==> src/rtl/core/whdp_pkg.sv <==
package whdp_pkg;

  localparam int FRAC_BITS = 16;
  localparam int DIV_W     = 32 + FRAC_BITS;
  localparam int CNT_W     = $clog2(DIV_W + 1);

  localparam logic [2:0] ST_OK        = 3'd0;
  localparam logic [2:0] ST_BAD_HDR   = 3'd1;
  localparam logic [2:0] ST_TRUNC     = 3'd2;
  localparam logic [2:0] ST_BAD_FMT   = 3'd3;
  localparam logic [2:0] ST_MISSING   = 3'd4;
  localparam logic [2:0] ST_ZERO_RATE = 3'd5;

  localparam logic [31:0] ID_FMT  = 32'h2074_6D66;
  localparam logic [31:0] ID_DATA = 32'h6174_6164;
  localparam logic [31:0] FMT_MIN = 32'd16;
  localparam logic [15:0] FMT_PCM = 16'd1;

  typedef enum logic [3:0] {
    PH_RIFF, PH_HSIZE, PH_WAVE, PH_CKID, PH_SZ_FMT, PH_SZ_DATA,
    PH_SZ_OTHER, PH_FMT_BODY, PH_SKIP, PH_HALT
  } phase_t;

  typedef enum logic [2:0] {
    SQ_RUN, SQ_MUL1, SQ_MUL2, SQ_CHK, SQ_DIV, SQ_OUT
  } seq_t;

  typedef struct packed {
    logic       shift;
    logic       idx_inc;
    logic       idx_clr;
    logic       size_take;
    logic       fmt_clear;
    logic       fmt_take;
    logic       data_take;
    logic       fmt_seen;
    logic       skip_size;
    logic       skip_fmt;
    logic       skip_step;
    logic       set_err;
    logic [2:0] err_code;
    logic       clear;
    logic       frame_calc;
    logic       product_calc;
    logic       status_load;
    logic [2:0] status_val;
    logic       div_start;
    logic       div_step;
  } dp_cmd_t;

  typedef struct packed {
    logic       riff_ok;
    logic       wave_ok;
    logic       idx_last4;
    logic       idx_last16;
    logic       id_fmt;
    logic       id_data;
    logic       size_ge16;
    logic       size_zero;
    logic       fmt_pcm;
    logic       fmt_rest_zero;
    logic       skip_done;
    logic       product_bad;
    logic       div_done;
    logic [2:0] error_code;
    logic       seen_fmt;
    logic       seen_data;
  } dp_stat_t;

  function automatic logic [7:0] riff_tag(input logic [1:0] i);
    logic [7:0] t;
    case (i)
      2'd0:    t = 8'h52;
      2'd1:    t = 8'h49;
      default: t = 8'h46;
    endcase
    return t;
  endfunction

  function automatic logic [7:0] wave_tag(input logic [1:0] i);
    logic [7:0] t;
    case (i)
      2'd0:    t = 8'h57;
      2'd1:    t = 8'h41;
      2'd2:    t = 8'h56;
      default: t = 8'h45;
    endcase
    return t;
  endfunction

endpackage

==> src/rtl/core/whdp_ctrl.sv <==
module whdp_ctrl (
  input  logic              clk,
  input  logic              rst,
  input  logic              in_valid,
  input  logic              end_of_file,
  input  logic              out_stall,
  input  whdp_pkg::dp_stat_t stat,
  output whdp_pkg::dp_cmd_t  cmd,
  output logic              in_stall,
  output logic              out_valid
);
  import whdp_pkg::*;

  phase_t     phase, phase_next;
  seq_t       seq, seq_next;
  logic       acc;
  logic [2:0] pre_status;

  always_ff @(posedge clk) begin
    if (rst) begin
      phase <= PH_RIFF;
      seq   <= SQ_RUN;
    end else begin
      phase <= phase_next;
      seq   <= seq_next;
    end
  end

  assign in_stall  = (seq != SQ_RUN);
  assign out_valid = (seq == SQ_OUT);
  assign acc       = in_valid && !in_stall;

  // status implied by a recorded error or by where parsing stopped
  always_comb begin
    if (stat.error_code != ST_OK) begin
      pre_status = stat.error_code;
    end else begin
      case (phase)
        PH_RIFF, PH_HSIZE, PH_WAVE:           pre_status = ST_BAD_HDR;
        PH_SZ_FMT, PH_SZ_DATA, PH_SZ_OTHER:   pre_status = ST_TRUNC;
        PH_FMT_BODY:                          pre_status = ST_BAD_FMT;
        default: begin
          pre_status = (stat.seen_fmt && stat.seen_data) ? ST_OK : ST_MISSING;
        end
      endcase
    end
  end

  always_comb begin
    phase_next = phase;
    seq_next   = seq;
    cmd        = '0;
    unique case (seq)
      SQ_RUN: begin
        if (acc) begin
          if (end_of_file) seq_next = SQ_MUL1;
          unique case (phase)
            PH_RIFF, PH_WAVE: begin
              if ((phase == PH_RIFF) ? !stat.riff_ok : !stat.wave_ok) begin
                cmd.set_err  = 1'b1;
                cmd.err_code = ST_BAD_HDR;
                phase_next   = PH_HALT;
              end else begin
                cmd.idx_inc = 1'b1;
                if (stat.idx_last4) begin
                  cmd.idx_clr = 1'b1;
                  phase_next  = (phase == PH_RIFF) ? PH_HSIZE : PH_CKID;
                end
              end
            end
            PH_HSIZE: begin
              cmd.idx_inc = 1'b1;
              if (stat.idx_last4) begin
                cmd.idx_clr = 1'b1;
                phase_next  = PH_WAVE;
              end
            end
            PH_CKID: begin
              cmd.shift   = 1'b1;
              cmd.idx_inc = 1'b1;
              if (stat.idx_last4) begin
                cmd.idx_clr = 1'b1;
                if (stat.id_fmt)       phase_next = PH_SZ_FMT;
                else if (stat.id_data) phase_next = PH_SZ_DATA;
                else                   phase_next = PH_SZ_OTHER;
              end
            end
            PH_SZ_FMT, PH_SZ_DATA, PH_SZ_OTHER: begin
              cmd.shift   = 1'b1;
              cmd.idx_inc = 1'b1;
              if (stat.idx_last4) begin
                cmd.idx_clr   = 1'b1;
                cmd.size_take = 1'b1;
                if (phase == PH_SZ_FMT && stat.size_ge16) begin
                  cmd.fmt_clear = 1'b1;
                  phase_next    = PH_FMT_BODY;
                end else begin
                  cmd.data_take = (phase == PH_SZ_DATA);
                  cmd.skip_size = 1'b1;
                  phase_next    = stat.size_zero ? PH_CKID : PH_SKIP;
                end
              end
            end
            PH_FMT_BODY: begin
              cmd.fmt_take = 1'b1;
              cmd.idx_inc  = 1'b1;
              if (stat.idx_last16) begin
                cmd.idx_clr = 1'b1;
                if (!stat.fmt_pcm) begin
                  cmd.set_err  = 1'b1;
                  cmd.err_code = ST_BAD_FMT;
                  phase_next   = PH_HALT;
                end else begin
                  cmd.fmt_seen = 1'b1;
                  cmd.skip_fmt = 1'b1;
                  phase_next   = stat.fmt_rest_zero ? PH_CKID : PH_SKIP;
                end
              end
            end
            PH_SKIP: begin
              cmd.skip_step = 1'b1;
              if (stat.skip_done) phase_next = PH_CKID;
            end
            default: ;
          endcase
        end
      end
      SQ_MUL1: begin
        cmd.frame_calc = 1'b1;
        seq_next       = SQ_MUL2;
      end
      SQ_MUL2: begin
        cmd.product_calc = 1'b1;
        seq_next         = SQ_CHK;
      end
      SQ_CHK: begin
        cmd.status_load = 1'b1;
        if (pre_status != ST_OK) begin
          cmd.status_val = pre_status;
          seq_next       = SQ_OUT;
        end else if (stat.product_bad) begin
          cmd.status_val = ST_ZERO_RATE;
          seq_next       = SQ_OUT;
        end else begin
          cmd.status_val = ST_OK;
          cmd.div_start  = 1'b1;
          seq_next       = SQ_DIV;
        end
      end
      SQ_DIV: begin
        cmd.div_step = 1'b1;
        if (stat.div_done) seq_next = SQ_OUT;
      end
      SQ_OUT: begin
        if (!out_stall) begin
          cmd.clear  = 1'b1;
          phase_next = PH_RIFF;
          seq_next   = SQ_RUN;
        end
      end
      default: seq_next = SQ_RUN;
    endcase
  end

endmodule

==> src/rtl/core/whdp_dp.sv <==
module whdp_dp (
  input  logic               clk,
  input  logic               rst,
  input  logic [7:0]         file_byte,
  input  whdp_pkg::dp_cmd_t  cmd,
  output whdp_pkg::dp_stat_t stat,
  output logic [2:0]         status,
  output logic [47:0]        duration_fixed,
  output logic [15:0]        channel_count,
  output logic [31:0]        sample_rate,
  output logic [15:0]        sample_bits,
  output logic [31:0]        data_length
);
  import whdp_pkg::*;

  logic [3:0]       idx;
  logic [31:0]      shift_word, shift_next;
  logic [31:0]      cur_size;
  logic [31:0]      skip_rem;
  logic             pad;
  logic [15:0]      format_code;
  logic [15:0]      held_channels;
  logic [31:0]      held_rate;
  logic [15:0]      held_bits;
  logic [31:0]      held_data_length;
  logic [1:0]       seen;
  logic [2:0]       error_code;
  logic [2:0]       status_reg;
  logic [28:0]      frame;
  logic [31:0]      product;
  logic [32:0]      rem;
  logic [32:0]      trial;
  logic [DIV_W-1:0] quo;
  logic [CNT_W-1:0] cnt;
  logic [63:0]      quo_wide;

  assign shift_next = {file_byte, shift_word[31:8]};
  assign trial      = {rem[31:0], quo[DIV_W-1]};

  always_ff @(posedge clk) begin
    if (rst || cmd.clear) begin
      idx              <= '0;
      shift_word       <= '0;
      cur_size         <= '0;
      skip_rem         <= '0;
      pad              <= 1'b0;
      format_code      <= '0;
      held_channels    <= '0;
      held_rate        <= '0;
      held_bits        <= '0;
      held_data_length <= '0;
      seen             <= '0;
      error_code       <= ST_OK;
      status_reg       <= ST_OK;
      cnt              <= '0;
    end else begin
      if (cmd.idx_clr)      idx <= '0;
      else if (cmd.idx_inc) idx <= idx + 4'd1;
      if (cmd.shift) shift_word <= shift_next;
      if (cmd.size_take) begin
        cur_size <= shift_next;
        pad      <= shift_next[0];
      end
      if (cmd.fmt_clear) begin
        format_code   <= '0;
        held_channels <= '0;
        held_rate     <= '0;
        held_bits     <= '0;
      end
      if (cmd.fmt_take) begin
        case (idx)
          4'd0:  format_code[7:0]    <= file_byte;
          4'd1:  format_code[15:8]   <= file_byte;
          4'd2:  held_channels[7:0]  <= file_byte;
          4'd3:  held_channels[15:8] <= file_byte;
          4'd4:  held_rate[7:0]      <= file_byte;
          4'd5:  held_rate[15:8]     <= file_byte;
          4'd6:  held_rate[23:16]    <= file_byte;
          4'd7:  held_rate[31:24]    <= file_byte;
          4'd14: held_bits[7:0]      <= file_byte;
          4'd15: held_bits[15:8]     <= file_byte;
          default: ;
        endcase
      end
      if (cmd.data_take) begin
        held_data_length <= shift_next;
        seen[1]          <= 1'b1;
      end
      if (cmd.fmt_seen) seen[0] <= 1'b1;
      if (cmd.skip_size) skip_rem <= shift_next;
      if (cmd.skip_fmt)  skip_rem <= cur_size - FMT_MIN;
      if (cmd.skip_step) begin
        if (skip_rem != '0) skip_rem <= skip_rem - 32'd1;
        else                pad      <= 1'b0;
      end
      if (cmd.set_err)     error_code <= cmd.err_code;
      if (cmd.status_load) status_reg <= cmd.status_val;
      if (cmd.div_start)   cnt        <= CNT_W'(DIV_W);
      else if (cmd.div_step) cnt      <= cnt - CNT_W'(1);
    end
  end

  // multiply and restoring divide, one quotient bit per cycle
  always_ff @(posedge clk) begin
    if (cmd.frame_calc)   frame   <= 29'(held_channels * held_bits[15:3]);
    if (cmd.product_calc) product <= 32'(frame * held_rate);
    if (cmd.div_start) begin
      rem <= '0;
      quo <= DIV_W'(held_data_length) << FRAC_BITS;
    end else if (cmd.div_step) begin
      if (trial >= {1'b0, product}) begin
        rem <= trial - {1'b0, product};
        quo <= {quo[DIV_W-2:0], 1'b1};
      end else begin
        rem <= trial;
        quo <= {quo[DIV_W-2:0], 1'b0};
      end
    end
  end

  always_comb begin
    stat               = '0;
    stat.riff_ok       = (file_byte == riff_tag(idx[1:0]));
    stat.wave_ok       = (file_byte == wave_tag(idx[1:0]));
    stat.idx_last4     = (idx == 4'd3);
    stat.idx_last16    = (idx == 4'd15);
    stat.id_fmt        = (shift_next == ID_FMT);
    stat.id_data       = (shift_next == ID_DATA);
    stat.size_ge16     = (shift_next >= FMT_MIN);
    stat.size_zero     = (shift_next == '0);
    stat.fmt_pcm       = (format_code == FMT_PCM);
    stat.fmt_rest_zero = (cur_size == FMT_MIN);
    stat.skip_done     = (skip_rem == '0) || (skip_rem == 32'd1 && !pad);
    stat.product_bad   = (frame == '0) || (held_rate == '0) || (product == '0);
    stat.div_done      = (cnt == CNT_W'(1));
    stat.error_code    = error_code;
    stat.seen_fmt      = seen[0];
    stat.seen_data     = seen[1];
  end

  assign quo_wide       = 64'(quo);
  assign status         = status_reg;
  assign duration_fixed = (status_reg != ST_OK) ? 48'd0 :
                          (quo_wide[63:48] != '0) ? '1 : quo_wide[47:0];
  assign channel_count  = held_channels;
  assign sample_rate    = held_rate;
  assign sample_bits    = held_bits;
  assign data_length    = held_data_length;

endmodule

==> src/rtl/core/wav_header_duration_parser.sv <==
// WAV header and duration parser. Feed the file one byte per item, with
// end_of_file set on the last byte. The RIFF/WAVE header is checked, chunks
// are walked by their little-endian sizes, a PCM fmt chunk supplies channels,
// rate and bits, and the last data chunk supplies the byte count. While
// parsing, one byte is taken every cycle. After the last byte the block
// forms frame_bytes * rate with two multiplies in turn, picks the status,
// and, only when the status is ok, runs a restoring divider that yields
// one quotient bit per cycle into a quotient of 32 + FRAC_BITS bits (48
// by default); then the result item is offered, and in_stall stays high
// until it has been taken. status: 0 ok, 1 bad header, 2 truncated size,
// 3 bad fmt, 4 missing chunk, 5 zero frame, rate or product.
// duration_fixed is zero unless status is ok. After the result the block
// is ready for a new file.
module wav_header_duration_parser (
  input  logic        clk,
  input  logic        rst,
  input  logic        in_valid,
  output logic        in_stall,
  input  logic [7:0]  file_byte,
  input  logic        end_of_file,
  output logic        out_valid,
  input  logic        out_stall,
  output logic [2:0]  status,
  output logic [47:0] duration_fixed,
  output logic [15:0] channel_count,
  output logic [31:0] sample_rate,
  output logic [15:0] sample_bits,
  output logic [31:0] data_length
);
  import whdp_pkg::*;

  dp_cmd_t  cmd;
  dp_stat_t stat;

  // parse phases and end-of-file sequencing
  whdp_ctrl u_ctrl (
    .clk         (clk),
    .rst         (rst),
    .in_valid    (in_valid),
    .end_of_file (end_of_file),
    .out_stall   (out_stall),
    .stat        (stat),
    .cmd         (cmd),
    .in_stall    (in_stall),
    .out_valid   (out_valid)
  );

  // field registers, skip counter, multiplier and divider
  whdp_dp u_dp (
    .clk            (clk),
    .rst            (rst),
    .file_byte      (file_byte),
    .cmd            (cmd),
    .stat           (stat),
    .status         (status),
    .duration_fixed (duration_fixed),
    .channel_count  (channel_count),
    .sample_rate    (sample_rate),
    .sample_bits    (sample_bits),
    .data_length    (data_length)
  );

endmodule

==> config.mk <==
export PLATFORM = sky130hd
export DESIGN_NAME = wav_header_duration_parser
export DESIGN_NICKNAME = d
export VERILOG_FILES = /design/src/rtl/core/whdp_pkg.sv /design/src/rtl/core/whdp_ctrl.sv /design/src/rtl/core/whdp_dp.sv /design/src/rtl/core/wav_header_duration_parser.sv
export SDC_FILE = /design/constraint.sdc
export NUM_CORES = 2
export LEC_CHECK = 0
export ABC_AREA = 1
export BUFFER_PORTS_ARGS = -buffer_cell sky130_fd_sc_hd__buf_2
export CORE_UTILIZATION = 60
export CTS_CLUSTER_SIZE = 28
export DETAILED_ROUTE_END_ITERATION = 16
export PLACE_DENSITY_LB_ADDON = 0.1
export REMOVE_ABC_BUFFERS = 1
export SLEW_MARGIN = 25
export SYNTH_ARGS = -nofsm -noshare
export SYNTH_HDL_FRONTEND = slang
export SYNTH_SLANG_ARGS = --single-unit
==> constraint.sdc <==
create_clock -name clk -period 17.8 [get_ports clk]
set_clock_uncertainty 0.05 [all_clocks]
set_input_delay 1.78 -clock clk [delete_from_list [all_inputs] [get_ports clk]]
set_output_delay 1.78 -clock clk [all_outputs]
set_load 0.005 [all_outputs]
# After elaboration in Yosys (flattened, before gate mapping)
# Index checks and enable logic that the tools add are counted.
# classes
addsub	5
mul	2
div	0
n_lt_le_gt_ge	2
eq_ne	43
shift	0
muxes	98
n_bitwise	0
n_reduce_logical	37
# ops
operator	count
32-bit two-way mux	7
48-bit two-way mux	3
32-bit logical NOT	4
16-bit two-way mux	6
8-bit two-way mux	10
4-bit two-way mux	16
33-bit by 32-bit greater-or-equal comparator with 1-bit output	1
32-bit by 1-bit equality test with 1-bit output, second input constant	1
32-bit by 30-bit equality test with 1-bit output, second input constant	1
32-bit by 31-bit equality test with 1-bit output, second input constant	1
32-bit by 5-bit equality test with 1-bit output, second input constant	1
4-bit by 3-bit equality test with 1-bit output, second input constant	8
32-bit by 5-bit greater-or-equal comparator with 1-bit output, second input constant	1
29-bit by 32-bit multiplier with 32-bit output	1
32-bit nonzero test	1
32-bit by 1-bit subtractor with 32-bit output, second input constant	1
32-bit subtractor	1
32-bit by 5-bit subtractor with 32-bit output, second input constant	1
15-bit two-way mux	2
3-bit two-way mux	10
29-bit logical NOT	1
16-bit by 13-bit multiplier with 29-bit output	1
1-bit two-way mux	28
4-bit one-hot mux with 6 select lines	1
40 further kinds	79
# word_totals
reg_bits	375
latchBits	0
ramBits	0
rom_bits	0
in_bits	13
output_inout_bits	149
word_cells	210
memories	0

# Logic depth before layout (Yosys ltp)
# depth
depth_word	13
ltp_mapped	30
ltp_nobuf	28

# Cells and area by module
# A second synthesis with hierarchy kept.
# hier_totals
cells_unflattened	5572
hier_area_um2	41851.4
# by_module_without_submodules
mod	n_inst	cells_each	area_each_um2	seq_area_each_um2
whdp_dp	1	5392	40915.5	8137.8
whdp_ctrl	1	180	935.9	140.1

# Worst setup path before layout
# Ideal clock, no wire load.
# synth_timing
path_type	flip-flop to flip-flop
start	register u_dp.frame[3]
end	register u_dp.product[22] (data pin)
setup_ps	259
t_arrival_ps	6519
required_time_ps	17491
setup_slack_ps	10972
path_stages_with_launch	27
path_buffers	2
synth_period_minus_slack_ps	6828
cell_sequence	edfxtp_1 clkbuf_1 clkbuf_1 nand2_1 inv_1 fa_1 fa_1 fa_1 inv_1 fa_1 inv_1 fa_1 inv_1 fa_1 inv_1 fa_1 inv_1 fa_1 inv_1 ha_1 a21oi_1 o21ai_0 o21bai_1 a21oi_1 o21ai_0 a21oi_1 xnor2_1
# synth_via
elab_chain_cells	1
# synth_rtl
item	line_no	rtl
start, declared	whdp_dp.sv:29	logic [28:0] frame;
start signal, assigned	whdp_dp.sv:105	if (cmd.frame_calc) frame <= 29'(held_channels * held_bits[15:3]);
29-bit by 32-bit multiplier with 32-bit output	whdp_dp.sv:106	if (cmd.product_calc) product <= 32'(frame * held_rate);
end signal, assigned	whdp_dp.sv:106	
end, declared	whdp_dp.sv:30	logic [31:0] product;
# No other way between the ends.
# A chain may end at the register's enable or synchronous reset.

# Worst setup path after layout
# layout_timing
start	register u_dp.held_rate[23], in the netlist u_dp.sample_rate[23]
end	register u_dp.product[31] (data pin)
# layout_via
elab_chain_cells	1
# layout_rtl
item	line_no	rtl
start, declared	whdp_dp.sv:23	logic [31:0] held_rate;
start signal, assigned	whdp_dp.sv:78	4'd6: held_rate[23:16] <= file_byte;
29-bit by 32-bit multiplier with 32-bit output	whdp_dp.sv:106	
# No other way between the ends.

==> flow_metrics.py <==
metrics = {
    "detailed_routing": {
        "dr.pass1.iters": 6,
        "wire_per_inst_um": 17.4,
        "viasPerCell": 5.45,
        "vias": 37265,
        "drt-total-wl_um": 119000,
        "drt_iter0_drc": 3154,
        "drc": 0,
        "drtAntennaViolNets": 0,
    },
    "worst_setup_path": {
        "regToRegSetupSlack_ns": 10.23,
        "cp-start-kind": "register",
        "path_class": "register to register",
        "slowest_delay_ns": 0.88,
        "reg2regPathDepth": 22,
        "cpMostUsedCell": "fa_1",
        "critPathTopFamily": "adder cells",
        "worst-path-buf-inv": 5,
        "worst_ep_required_time_ns": 18.08,
        "crit_chain": "nand2_1 -> fa_1 -> inv_1 -> fa_1 -> fa_1 -> inv_1 -> fa_1 -> inv_1 -> fa_1 -> fa_1 -> fa_1 -> inv_1 -> fa_1 -> inv_1 -> ha_1 -> nand2_1 -> nor3_1 -> nand2_1 -> nor4_1 -> a21oi_1 -> nand3_1 -> nand2_1",
        "r2r-start": "u_dp.sample_rate[23]",
        "cp-end-kind": "register",
        "r2r-end": "u_dp.product[31]",
        "crit_arrival_ns": 7.85,
        "crit_slowest_cell": "dfxtp_1",
        "critPathMaxFanout": 13,
    },
    "floorplan": {
        "dieHeight_um": 270,
        "die_area_mm2": 0.0727,
        "initial_core_util": 0.610,
        "core_region_area_mm2": 0.0704,
        "dieWidth_um": 270,
        "io_pins": 162,
        "rows": 97,
    },
    "timing": {
        "finalSetupViolations": 0,
        "fin_tns_setup_ns": 0,
        "fmax_mhz": 132,
        "rsz0062_at_grt": "false",
        "tightest_slew_ns": 0.944,
        "min_period_ns": 7.57,
        "final_max_slew_viol_count": 0,
        "slew_headroom": 0.371,
        "hold_viol_final": 0,
        "period_share": 0.425,
        "setup_slack_ns": 10.23,
    },
    "clocking": {
        "clkSinkCount": 366,
        "clk_pin_slew_ns": 0.07,
        "cts_tree": "done",
        "htreeDepth": 2,
        "cts.path.max_buffers": 3,
        "post_cts_buffers": 0,
        "cts-root-buf": "clkbuf_16",
        "cts_resized": 0,
        "ctsHoldBuffers": 0,
        "worstSkewPairLatency_ns": 0.61,
        "numCtsBuffers": 42,
    },
    "placement": {
        "gp_congestion": 0.965,
        "post-place-ws_ns": 10.23,
        "dpl-instance-area_mm2": 0.0442,
        "io_buffers": 161,
        "hpwl_um": 88200,
    },
    "yosys": {
        "yosys-top-cells-area": "fa_1 (26%), dfxtp_1 (13%), inv_1 (12%)",
        "synth_warnings": 0,
        "synthesis.area_mm2": 0.0430,
        "yosysUniqueCellTypes": 55,
        "syn-instance-count": 5884,
        "synthFlopType": "dfxtp_1",
        "synth-seq-cells": 366,
        "synth_edf_count": 93,
        "ys_seq_area_frac": 0.192,
        "synth_area_leader_cell": "fa_1",
        "synth_top_area_frac": 0.262,
        "synthArstFlopShare": 0,
        "syn_area_per_cell_um2": 7.30,
    },
    "power_and_ir_drop": {
        "peakVddDrop_uv": 187,
        "p_total_mw": 3.51,
        "p_leak_nw": 25.2,
        "powerDensity_mw_per_mm2": 77.1,
    },
    "hold_path": {
        "holdPathEnd": "u_dp.seen[1]",
        "hold_start": "u_dp.seen[1]",
        "hold_depth": 2,
        "hp-class": "register to register",
    },
    "global_routing": {
        "grt_pass1_wl_um": 193000,
        "grt-ovfl-total": 0,
        "grtUsageTotal": 0.331,
        "grt_max_degree": 102,
        "busiest_layer": "met2",
        "use_met2": 0.551,
        "grt_pass1_vias": 36815,
        "use_met1": 0.443,
        "gr-usage-met3": 0.0443,
        "antenna_found_initial": 4,
    },
    "final_layout": {
        "nFillCells": 6407,
        "post_route_cells_drive_above_1_share": 0.0609,
        "fin_nets": 6671,
        "largest_reg_flops": 48,
        "largest_register": "u_dp.quo",
        "syn_to_final_growth_pct": 5.95,
        "final_area_mm2": 0.0455,
        "final_cell_mix": "inv_1 (1399), nand2_1 (1397), fa_1 (562)",
        "layout_commonest_cell": "inv_1",
    },
    "run_status": {
        "status": "finished, final reports clean",
    },
    "flow_run": {
        "drv_cap": 0,
    },
}
cells by family after synthesis:
kind of cell	count (synthesis)	share of synthesized area
adders and majority gates	797	0.330
and+or+nand+nor	2147	0.204
AOI/OAI and AO/OA	794	0.104
xor gates and xnor gates	87	0.0181
DFF	366	0.192
buffers and inverters	1693	0.151
worst min-delay path, stage by stage (launching register included):
cell and delay, ns:
dfxtp_1 0.31, inv_1 0.05, a21oi_1 0.05
Yosys cell counts (7+ instances only):
library cell,instances
inv_1,1400
nand2_1,1399
fa_1,562
nor2_1,374
a21oi_1,330
dfxtp_1,273
o21ai_0,263
ha_1,235
clkbuf_1,206
nand3_1,195
edfxtp_1,93
xor2_1,62
nand4_1,55
a31oi_1,44
nor3_1,43
buf_2,31
o211ai_1,29
buf_1,26
nor4_1,24
xnor2_1,24
o22ai_2,20
o21ai_1,17
inv_2,15
o22ai_1,13
a21boi_0,12
nand3b_1,12
o21bai_1,12
a211oi_1,11
a21o_1,11
nand2_2,11
nor2_2,11
o21a_1,9
buf_6,8
a221oi_1,7
buf_4,7
layer usage:
layer,vias to the layer above,routed length (um)
li1,17736,-
met1,17871,50300
met2,1403,56000
met3,251,8620
met4,4,4170
met5,-,34
per-stage QoR:
step                 util  cells  hold WS (ns)
finish              0.647   6837         0.401
detailed placement  0.627   6757         0.392
global placement    0.627   6757         0.389
global route        0.647   6837         0.422
floorplan               -   5606         0.380
CTS                 0.646   6835         0.401
worst max-delay path by stage:
| stage | startpoint | end | depth (start not counted) |
|---|---|---|---|
| after global routing | u_dp.sample_rate[23] | u_dp.product[31] | 22 |
| final | u_dp.sample_rate[23] | u_dp.product[31] | 22 |
| after detailed placement | u_dp.sample_rate[12] | u_dp.product[31] | 22 |
| after global placement | u_dp.sample_rate[12] | u_dp.product[31] | 22 |
| after CTS | u_dp.sample_rate[12] | u_dp.product[31] | 22 |
| after floorplan | u_dp.frame[3] | u_dp.product[22] | 24 |
where the power goes:
group	total (mW)	internal [mW]	switching (mW)
combinational	1.55	0.476	1.07
clock	0.842	0.460	0.382
sequential	1.12	1.00	0.119
total	3.51	1.94	1.57
final cells by class:
class                   instances  area [um^2]  share of cell area
diodes                          2         5.00            0.000110
clock buffers                  53         1130              0.0249
clock inverters                25          193             0.00423
inverters                    1415         5320               0.117
multi-input cells            3825        28300               0.621
flip-flops and latches        366         8260               0.181
well taps                     940         1180              0.0258
repair buffers                211         1180              0.0259
Note: power is estimated with default switching activity, not from simulation.
